[src/rtl/sist_pkg.sv]
// types and constants of the integer set table
`timescale 1ns / 1ps

package sist_pkg;

    localparam int VALUE_W      = 32;
    localparam int OCC_W        = 5;
    localparam int DEF_CAPACITY = 16;

    // request kinds
    typedef enum logic [1:0] {
        FN_ADD    = 2'd0,
        FN_REMOVE = 2'd1,
        FN_LOOKUP = 2'd2,
        FN_CLEAR  = 2'd3
    } t_func;

    // controls broadcast along the cell row
    typedef struct packed {
        logic cmp_en;
        logic shift_up;
        logic shift_down;
    } t_cell_ctrl;

endpackage

[src/rtl/sist_if.sv]
// request and response channel interfaces of the integer set table
`timescale 1ns / 1ps

interface sist_req_if;
    import sist_pkg::*;

    logic                      valid;
    logic                      ready;
    t_func                     func;
    logic signed [VALUE_W-1:0] item_value;

    modport source (output valid, output func, output item_value, input ready);
    modport sink   (input valid, input func, input item_value, output ready);
endinterface

interface sist_rsp_if;
    import sist_pkg::*;

    logic             valid;
    logic             ready;
    logic             was_present;
    logic             succeeded;
    logic             full_refused;
    logic [OCC_W-1:0] occupancy;

    modport source (output valid, output was_present, output succeeded,
                    output full_refused, output occupancy, input ready);
    modport sink   (input valid, input was_present, input succeeded,
                    input full_refused, input occupancy, output ready);
endinterface

[src/rtl/sist_cell.sv]
// one slot of the set: stored value, match flag and neighbour shifting
`timescale 1ns / 1ps

module sist_cell #(
    parameter int INDEX = 0,
    parameter int CNT_W = 5
) (
    input  logic                         i_clk,
    input  sist_pkg::t_cell_ctrl         i_ctrl,
    input  logic [CNT_W-1:0]             i_count,
    input  logic [sist_pkg::VALUE_W-1:0] i_value,
    input  logic [sist_pkg::VALUE_W-1:0] i_prev_entry,
    input  logic [sist_pkg::VALUE_W-1:0] i_next_entry,
    input  logic                         i_ge,
    output logic                         o_ge,
    output logic [sist_pkg::VALUE_W-1:0] o_entry
);
    import sist_pkg::*;

    logic [VALUE_W-1:0] r_entry;
    logic               r_match;
    logic               w_live;

    // slot holds a value only below the occupancy count
    assign w_live = (i_count > CNT_W'(INDEX));

    // matched slot or any slot past it in the row
    assign o_ge    = i_ge | r_match;
    assign o_entry = r_entry;

    // compare, then insert from below or close the gap from above
    always_ff @(posedge i_clk) begin
        if (i_ctrl.cmp_en) begin
            r_match <= w_live && (r_entry == i_value);
        end
        if (i_ctrl.shift_up) begin
            r_entry <= i_prev_entry;
        end else if (i_ctrl.shift_down && o_ge) begin
            r_entry <= i_next_entry;
        end
    end

endmodule

[src/rtl/small_integer_set_table.sv]
// top level of the integer set table: sequencer, count and cell row
`timescale 1ns / 1ps

// Set of up to CAPACITY distinct 32-bit values with an occupancy count.
// Request channel i_req carries func (add, remove, lookup, clear) and
// item_value; response channel o_rsp returns was_present, succeeded,
// full_refused and the occupancy after the request, one per request.
// Both channels move a transaction when valid and ready are high together.
// A request is registered on acceptance; in S_CMP every cell compares its
// value with it, and in S_UPD the row updates and the response is
// registered. The next request is taken on the same edge that registers
// the response. Add shifts every cell up by one and writes the value
// into the first cell; remove shifts the cells from the matched one
// onwards down by one, so stored order is kept. Reset (synchronous,
// active low) empties the set and drops any pending response; stored
// values are not cleared. While the receiver stalls, the response is held
// and one more request may be taken; it then waits in its update pass
// until the response register frees.
module small_integer_set_table #(
    parameter int CAPACITY = sist_pkg::DEF_CAPACITY
) (
    input  logic             i_clk,
    input  logic             i_rst_n,
    sist_req_if.sink         i_req,
    sist_rsp_if.source       o_rsp
);
    import sist_pkg::*;

    localparam int CNT_W = $clog2(CAPACITY + 1);

    typedef enum logic [1:0] {
        S_IDLE,
        S_CMP,
        S_UPD
    } t_state;

    t_state             r_state;
    t_func              r_func;
    logic [VALUE_W-1:0] r_value;
    logic [CNT_W-1:0]   r_count;
    logic [CNT_W-1:0]   n_count;
    logic               r_out_valid;
    logic               r_was_present;
    logic               r_succeeded;
    logic               r_full_refused;
    logic               n_was_present;
    logic               n_succeeded;
    logic               n_full_refused;

    logic               w_out_free;
    logic               w_advance;
    logic               w_accept;
    logic               w_present;
    logic               w_has_room;
    t_cell_ctrl         w_ctrl;

    logic [CAPACITY:0]  w_ge;
    logic [VALUE_W-1:0] w_entry [CAPACITY];
    logic [OCC_W+CNT_W-1:0] w_count_ext;

    // handshake
    assign w_out_free    = !r_out_valid || o_rsp.ready;
    assign w_advance     = (r_state == S_UPD) && w_out_free;
    assign i_req.ready   = (r_state == S_IDLE) || w_advance;
    assign w_accept      = i_req.valid && i_req.ready;

    // match chain end tells whether any live cell held the value
    assign w_ge[0]    = 1'b0;
    assign w_present  = w_ge[CAPACITY];
    assign w_has_room = (r_count < CNT_W'(CAPACITY));

    // row controls
    always_comb begin
        w_ctrl.cmp_en     = (r_state == S_CMP);
        w_ctrl.shift_up   = w_advance && (r_func == FN_ADD) && !w_present && w_has_room;
        w_ctrl.shift_down = w_advance && (r_func == FN_REMOVE) && w_present;
    end

    // response fields and next count
    always_comb begin
        n_count        = r_count;
        n_was_present  = w_present;
        n_succeeded    = 1'b0;
        n_full_refused = 1'b0;
        unique case (r_func)
            FN_ADD: begin
                if (!w_present) begin
                    if (w_has_room) begin
                        n_succeeded = 1'b1;
                        n_count     = r_count + CNT_W'(1);
                    end else begin
                        n_full_refused = 1'b1;
                    end
                end
            end
            FN_REMOVE: begin
                if (w_present) begin
                    n_succeeded = 1'b1;
                    n_count     = r_count - CNT_W'(1);
                end
            end
            FN_LOOKUP: begin
                n_succeeded = w_present;
            end
            FN_CLEAR: begin
                n_was_present = 1'b0;
                n_succeeded   = 1'b1;
                n_count       = '0;
            end
            default: begin
                n_count = r_count;
            end
        endcase
    end

    // sequencer, count and response register
    always_ff @(posedge i_clk) begin
        if (!i_rst_n) begin
            r_state     <= S_IDLE;
            r_count     <= '0;
            r_out_valid <= 1'b0;
        end else begin
            if (w_accept) begin
                r_func  <= i_req.func;
                r_value <= i_req.item_value;
            end
            if (w_advance) begin
                r_count        <= n_count;
                r_out_valid    <= 1'b1;
                r_was_present  <= n_was_present;
                r_succeeded    <= n_succeeded;
                r_full_refused <= n_full_refused;
            end else if (o_rsp.ready) begin
                r_out_valid <= 1'b0;
            end
            unique case (r_state)
                S_IDLE: begin
                    if (w_accept) begin
                        r_state <= S_CMP;
                    end
                end
                S_CMP: begin
                    r_state <= S_UPD;
                end
                S_UPD: begin
                    if (w_advance) begin
                        r_state <= w_accept ? S_CMP : S_IDLE;
                    end
                end
                default: begin
                    r_state <= S_IDLE;
                end
            endcase
        end
    end

    // row of cells
    for (genvar g = 0; g < CAPACITY; g++) begin : g_cell
        logic [VALUE_W-1:0] w_prev;
        logic [VALUE_W-1:0] w_next;

        if (g == 0) begin : g_first
            assign w_prev = r_value;
        end else begin : g_inner_prev
            assign w_prev = w_entry[g-1];
        end

        if (g == CAPACITY - 1) begin : g_last
            assign w_next = w_entry[g];
        end else begin : g_inner_next
            assign w_next = w_entry[g+1];
        end

        sist_cell #(
            .INDEX (g),
            .CNT_W (CNT_W)
        ) u_cell (
            .i_clk        (i_clk),
            .i_ctrl       (w_ctrl),
            .i_count      (r_count),
            .i_value      (r_value),
            .i_prev_entry (w_prev),
            .i_next_entry (w_next),
            .i_ge         (w_ge[g]),
            .o_ge         (w_ge[g+1]),
            .o_entry      (w_entry[g])
        );
    end

    // response outputs, occupancy in its low bits
    assign w_count_ext        = {{OCC_W{1'b0}}, r_count};
    assign o_rsp.valid        = r_out_valid;
    assign o_rsp.was_present  = r_was_present;
    assign o_rsp.succeeded    = r_succeeded;
    assign o_rsp.full_refused = r_full_refused;
    assign o_rsp.occupancy    = w_count_ext[OCC_W-1:0];

endmodule

[src/flat_wrapper.sv]
// flat-port wrapper written by rule: the top's interface ports become plain ports
module small_integer_set_table_flat import sist_pkg::*;
#(
    parameter int CAPACITY = sist_pkg::DEF_CAPACITY
)
  (i_clk, i_rst_n, i_req_valid, i_req_func, i_req_item_value, i_req_ready, o_rsp_valid, o_rsp_was_present, o_rsp_succeeded, o_rsp_full_refused, o_rsp_occupancy, o_rsp_ready);
  sist_req_if i_req_i ();
  sist_rsp_if o_rsp_i ();
  input  logic i_clk;
  input  logic i_rst_n;
  input wire logic [$bits(i_req_i.valid)-1:0] i_req_valid;
  input wire logic [$bits(i_req_i.func)-1:0] i_req_func;
  input wire logic [$bits(i_req_i.item_value)-1:0] i_req_item_value;
  output wire logic [$bits(i_req_i.ready)-1:0] i_req_ready;
  output wire logic [$bits(o_rsp_i.valid)-1:0] o_rsp_valid;
  output wire logic [$bits(o_rsp_i.was_present)-1:0] o_rsp_was_present;
  output wire logic [$bits(o_rsp_i.succeeded)-1:0] o_rsp_succeeded;
  output wire logic [$bits(o_rsp_i.full_refused)-1:0] o_rsp_full_refused;
  output wire logic [$bits(o_rsp_i.occupancy)-1:0] o_rsp_occupancy;
  input wire logic [$bits(o_rsp_i.ready)-1:0] o_rsp_ready;
  assign i_req_i.valid = i_req_valid;
  assign i_req_i.func = i_req_func;
  assign i_req_i.item_value = i_req_item_value;
  assign i_req_ready = i_req_i.ready;
  assign o_rsp_valid = o_rsp_i.valid;
  assign o_rsp_was_present = o_rsp_i.was_present;
  assign o_rsp_succeeded = o_rsp_i.succeeded;
  assign o_rsp_full_refused = o_rsp_i.full_refused;
  assign o_rsp_occupancy = o_rsp_i.occupancy;
  assign o_rsp_i.ready = o_rsp_ready;
  small_integer_set_table #(.CAPACITY(CAPACITY)) u_core (.i_clk(i_clk), .i_rst_n(i_rst_n), .i_req(i_req_i), .o_rsp(o_rsp_i));
endmodule
[config.mk]
export PLATFORM = sky130hd
export DESIGN_NAME = small_integer_set_table_flat
export DESIGN_NICKNAME = d
export VERILOG_FILES = /design/src/rtl/sist_pkg.sv /design/src/rtl/sist_if.sv /design/src/rtl/sist_cell.sv /design/src/rtl/small_integer_set_table.sv /design/src/flat_wrapper.sv
export SDC_FILE = /design/constraint.sdc
export NUM_CORES = 1
export LEC_CHECK = 0
export BUFFER_PORTS_ARGS = -buffer_cell sky130_fd_sc_hd__buf_2
export CAP_MARGIN = 20
export CORE_UTILIZATION = 38
export CTS_CLUSTER_DIAMETER = 100
export DETAILED_ROUTE_END_ITERATION = 8
export PLACE_DENSITY_LB_ADDON = 0.2
export SKIP_CTS_REPAIR_TIMING = 1
export SLEW_MARGIN = 20
export SYNTH_ARGS = -nofsm -noshare
export SYNTH_HDL_FRONTEND = slang
export SYNTH_SLANG_ARGS = --single-unit
[constraint.sdc]
create_clock -name i_clk -period 6.65 [get_ports i_clk]
set_input_delay 0.3325 -clock i_clk [delete_from_list [all_inputs] [get_ports i_clk]]
set_output_delay 0.3325 -clock i_clk [all_outputs]
set_load 0.02 [all_outputs]
==> results of run 1 <==
-- logic make-up (layout without fill, tap and decap cells) --
| group | count (synthesis) | in the layout |
|---|---|---|
| AOI/OAI and AO/OA | 56 | 56 |
| xor gates and xnor gates | 513 | 513 |
| adders and majority gates | 8 | 8 |
| buffers and inverters | 139 | 265 |
| DFF | 573 | 573 |
| muxes | 483 | 483 |
| and+or+nand+nor | 241 | 241 |
-- synthesized netlist by cell type, drive strengths merged, types with 10 or more instances --
cell and number:
xor2 406, nor2 19, clkbuf 72, inv 10, o21ai 24, mux2 480
buf 56, edfxtp 565, nand3 19, nor4 111, nand4 46, xnor2 107
nor3 17
-- through the flow --
| stage | hold slack, ns | util [%] | instance area (µm²) | worst slack [ns] |
|---|---|---|---|---|
| after global placement | 0.469 | 40.2 | 31100 | 2.27 |
| final | 0.0263 | 43.3 | 33500 | 2.25 |
| after CTS | -0.158 | 42.7 | 33000 | 2.25 |
| after detailed placement | 0.485 | 40.2 | 31100 | 2.23 |
| after floorplan | 0.431 | - | 29700 | 2.62 |
| after global routing | 0.0522 | 43.3 | 33500 | 2.06 |
-- final cells by class --
cell class	instances	share of cell area, %
repair buffers	140	3.50
clock inverters	46	1.01
inverters	11	0.123
multi-input cells	1301	35.7
well taps	1040	3.88
clock buffers	68	4.70
flip-flops and latches	573	51.1
-- registers in the layout, indices dropped and copies added (netlist names), 2 cells and up --
signal and flops:
u_core.o_rsp.occupancy 5, u_core.r_func 2, u_core.g_cell.w_prev 32, u_core.g_cell.u_cell.o_entry 512, u_core.g_cell.u_cell.r_match 16, u_core.r_state 2
-- power groups by stage --
stage	clock (mW)	sequential (mW)	combinational, mW
after floorplan	0	4.06	0.184
after global routing	3.51	3.99	0.356
after global placement	0	4.07	0.310
final	3.34	3.99	0.336
after detailed placement	0	4.07	0.310
after CTS	3.39	3.99	0.313
-- routing by layer --
| layer | global-route usage [%] | up-vias |
|---|---|---|
| met2 | 33.9 | 552 |
| met4 | 4.21 | 0 |
| met3 | 3.25 | 87 |
| li1 | - | 7665 |
| met1 | 33.5 | 9132 |
| met5 | 0 | - |
-- final timing paths --
kind / endpoint / slack [ns]
setup / recovery: u_core.g_cell[7].u_cell.o_entry[7] / 2.25
hold / removal: u_core.o_rsp.occupancy[2] / 0.03
setup reg to reg: u_core.g_cell[7].u_cell.o_entry[7] / 2.25
hold reg to reg: u_core.r_state[1] / 0.50
==> flow_summary.yaml, run 1 <==
sta:
  rsz0062_at_grt: "false"
  slew_viol_final: 0
  finalSetupViolCount: 0
  skew_ns: 0.0281
  worstMarginPinSlew_ns: 1.09
  finalCritPeriodShare_pct: 66.1
  min_period_ns: 4.40
  max_slew_margin_pct: 26.5
  max_freq_mhz: 227
  timing.setup.tns_ns: 0
  hold_viol_final: 0
logic_synthesis:
  ys_seq_area_share_pct: 57.8
  ys_warn_count: 0
  synth.distinct_cells: 48
  ys_ff_latch: 573
  synth-compound-area-share_pct: 1.18
  synth_top_cells_by_area: "edfxtp_1 57%, mux2_2 14%, xor2_1 12%, mux2_1 3.8%, xnor2_1 3.2%"
  synth_top_area_share_pct: 57.2
  ys_async_sr_fraction_pct: 0
  syn-num-nets: 2059
  synth_top_family_by_area: "multiplexers"
  synthSimpleGateAreaFrac_pct: 4.76
  syn_avg_cell_area_um2: 14.7
  syn-cell-area_um2: 29700
  synth_top_area_cell: "edfxtp_1"
  syn-instance-count: 2013
  synth_edf_count: 565
  ys.flop_type: "edfxtp_1"
  synth_xor_area_share_pct: 15.2
  synth.area.mux_share_pct: 18.3
  yosys.area_share.adder_pct: 0.338
critical_path:
  slowest_delay_ns: 0.71
  crit_family: "simple AND/OR/NAND/NOR gates"
  rr_startpoint: "u_core.g_cell[0].u_cell.r_match"
  crit_chain: "or4_4, or4_1, or4_1, nor2_4, buf_4, mux2_2"
  critPathRequiredTime_ns: 7.03
  cp_max_fo: 52
  cp_common_cell: "or4_1"
  worst-path-stages: 6
  arrival_ns: 4.78
  reg2reg_depth: 6
  crit_buf_inv: 1
  crit_type: "reg2reg"
  critPathSlowestCell: "buf_4"
  crit_start: "u_core.g_cell[0].u_cell.r_match"
  worst_setup_path_end_kind: "flip-flop"
  worstSetupStartpointType: "flip-flop"
pwr:
  sequentialPowerShare_pct: 52.0
  pwr-share-comb_pct: 4.4
  swShare_pct: 22.7
  power_density_nw_per_um2: 229
  ir_worst_vdd_v: 0.000206
  switching_power_mw: 1.74
  clock_power_share_pct: 43.6
  finalPower_mw: 7.67
  p_int_mw: 5.93
  leakagePower_nw: 10.9
routing:
  routed_wl_mm: 88.5
  antenna_left: 0
  wl_met1_mm: 41.5
  num_vias: 17436
  highest_layer: "met4"
  post_drt_wl_per_cell_um: 27.8
  route.detailed.drc: 0
  viasPerCell: 5.48
  drt_pass1_iterations: 5
  met3WireLength_mm: 5.77
  met2RoutedLength_mm: 40.0
  drt_iter0_markers: 1578
cells_and_area:
  instances_no_fill: 3179
  final_common_cell: "edfxtp_1"
  seq_area_um2: 17100
  area_growth_pct: 13.0
  layout_common_cells: "565 x edfxtp_1, 406 x xor2_1, 380 x mux2_2"
  diodes: 0
  layout-drive-gt1-share_pct: 27.8
  multi_input_area_um2: 11900
  nFillCells: 7041
  fin_nets: 2134
global_routing:
  grt_max_degree: 121
  antenna_found_initial: 0
  grt_pass1_vias: 17355
  grt.total_usage_pct: 22.2
  grt_overflow: 0
  grt_pass1_wl_mm: 127
cts:
  clk_pin_slew_ns: 0.06
  cts_tree: "built"
  numCtsBuffers: 61
  clockRootBuffer: "clkbuf_16"
  clk_latency_ns: 0.66
  clk_path_buf_depth: 3
  cts.sink_count: 573
  htreeDepth: 2
floorplanning:
  rows: 102
  die-width_um: 281
  die_area_um2: 79200
  ios: 48
  start_util_pct: 38.3
  die_h_um: 281
  core_area_um2: 77300
hold_path:
  hold_depth: 2
  min_from: "i_rst_n"
  hp-class: "in2reg"
place:
  hpwl_mm: 64.0
  portBuffers: 47
  place_inst: 3026
  gp_congestion: 0.908
run_status:
  outcome: "finished, final reports clean"
run:
  drv_cap: 0
(Power assumes the default switching activity.)
==> run 2, diff against run 1 <==
Clock period 6.65 ns to 4.6 ns, I/O delays scaled along.
==> flow_summary.yaml, run 2 (synthesized netlist as in run 1, its figures left out) <==
critical_path:
  cp_max_fo: 45
  crit_buf_inv: 2
  worstSetupStartpointType: "flip-flop"
  crit_family: "simple AND/OR/NAND/NOR gates"
  crit_type: "reg2reg"
  arrival_ns: 4.26
  worst_setup_path_end_kind: "flip-flop"
  critPathRequiredTime_ns: 4.96
  slowest_delay_ns: 0.68
  crit_chain: "or4_4, or4_1, or4_1, nor2_4, buf_12, buf_12, mux2_2"
  critPathSlowestCell: "or4_1"
sta:
  finalSetupViolCount: 0
  skew_ns: 0.0230
  min_period_ns: 3.90
  timing.setup.tns_ns: 0
  rsz0062_at_grt: "false"
  fin_ws_ns: 0.700
  hold_viol_final: 1
  finalCritPeriodShare_pct: 84.8
  max_freq_mhz: 256
  slew_viol_final: 0
  hold-worst-slack_ns: -0.000597
  max_slew_margin_pct: 22.2
  worstMarginPinSlew_ns: 1.17
place:
  hpwl_mm: 70.3
  gp_congestion: 0.896
  dpl-instance-area_um2: 31400
  dp_slack_ns: 0.735
  portBuffers: 47
hold_path:
  hp-class: "in2reg"
floorplanning:
  start_util_pct: 38.3
  die_area_um2: 79200
  ios: 48
  die_h_um: 281
  die-width_um: 281
  core_area_um2: 77300
  rows: 102
global_routing:
  grt_overflow: 0
  grt_pass1_vias: 17751
  grt.total_usage_pct: 24.3
  antenna_found_initial: 0
  grt_pass1_wl_mm: 136
  grt_max_degree: 87
pwr:
  leakagePower_nw: 11.0
  power_density_nw_per_um2: 337
  ir_worst_vdd_v: 0.000223
cts:
  clk_path_buf_depth: 3
  clk_latency_ns: 0.61
  numCtsBuffers: 67
  cts.sink_count: 573
  cts_tree: "built"
  clk_pin_slew_ns: 0.06
  htreeDepth: 3
  clockRootBuffer: "clkbuf_16"
cells_and_area:
  final_core_utilization_pct: 43.7
  diodes: 0
  fin_area_um2: 33800
  layout_common_cells: "565 x edfxtp_1, 406 x xor2_1, 380 x mux2_2"
  fin_nets: 2159
  layout-drive-gt1-share_pct: 27.9
  largest_reg_flops: 512
  area_growth_pct: 14.0
  final_common_cell: "edfxtp_1"
routing:
  route.detailed.drc: 0
  viasPerCell: 5.55
  antenna_left: 0
  num_vias: 17799
  drt_iter0_markers: 1728
  drt_pass1_iterations: 5
  post_drt_wl_per_cell_um: 30.1
  routed_wl_mm: 96.5
run:
  drv_cap: 0
run_status:
  outcome: "finished, violations left"
  violations: "negative hold slack"
## run 2: worst register-to-register path, delay by kind of cell, from the launching register on
family                 cells  cell delay [ns]
DFF                        1             0.42
muxes                      1             0.39
and+or+nand+nor            4             2.21
buffers and inverters      2             0.64
## run 2: layout make-up
type                       instances  area (µm²)
clock inverter                    34         253
inverter                          11        41.3
fill                            7069       43500
timing repair buffer             159        1340
multi-input combinational       1301       11900
sequential                       573       17100
clock buffer                      88        1800
tap                             1040        1300
## run 2: routing by layer
metal | track usage (%) | share of wire [%] | wire length [µm] | up-vias
met5 | 0 | 0 | 0 | -
met4 | 7.29 | 2.5 | 2450 | 0
met3 | 6.61 | 8.5 | 8150 | 108
met2 | 36.4 | 44 | 42700 | 646
met1 | 34.2 | 45 | 43200 | 9320
li1 | - | - | - | 7725
## run 2: final timing paths
path / slack (ns) / startpoint / depth (start not counted) / endpoint
max reg2reg: 0.70 / u_core.g_cell[0].u_cell.r_match / 7 / u_core.g_cell[7].u_cell.o_entry[24]
max: 0.70 / u_core.g_cell[0].u_cell.r_match / 7 / u_core.g_cell[7].u_cell.o_entry[24]
min reg2reg: 0.49 / u_core.r_state[0] / 1 / u_core.r_state[1]
min: -0.0006 / o_rsp_ready / 3 / u_core.o_rsp.valid
## run 2: report_power, final
| part | internal (mW) | switching, mW | leakage, nW |
|---|---|---|---|
| registers | 5.73 | 0.0860 | 5.17 |
| logic | 0.172 | 0.295 | 4.87 |
| clock network | 2.93 | 2.20 | 0.995 |
## run 2: through the flow
stage,instances,power (mW)
floorplan,2013,6.13
global placement,3045,6.35
detailed placement,3047,6.35
CTS,3169,11.5
global route,3206,11.7
finish,3206,11.4
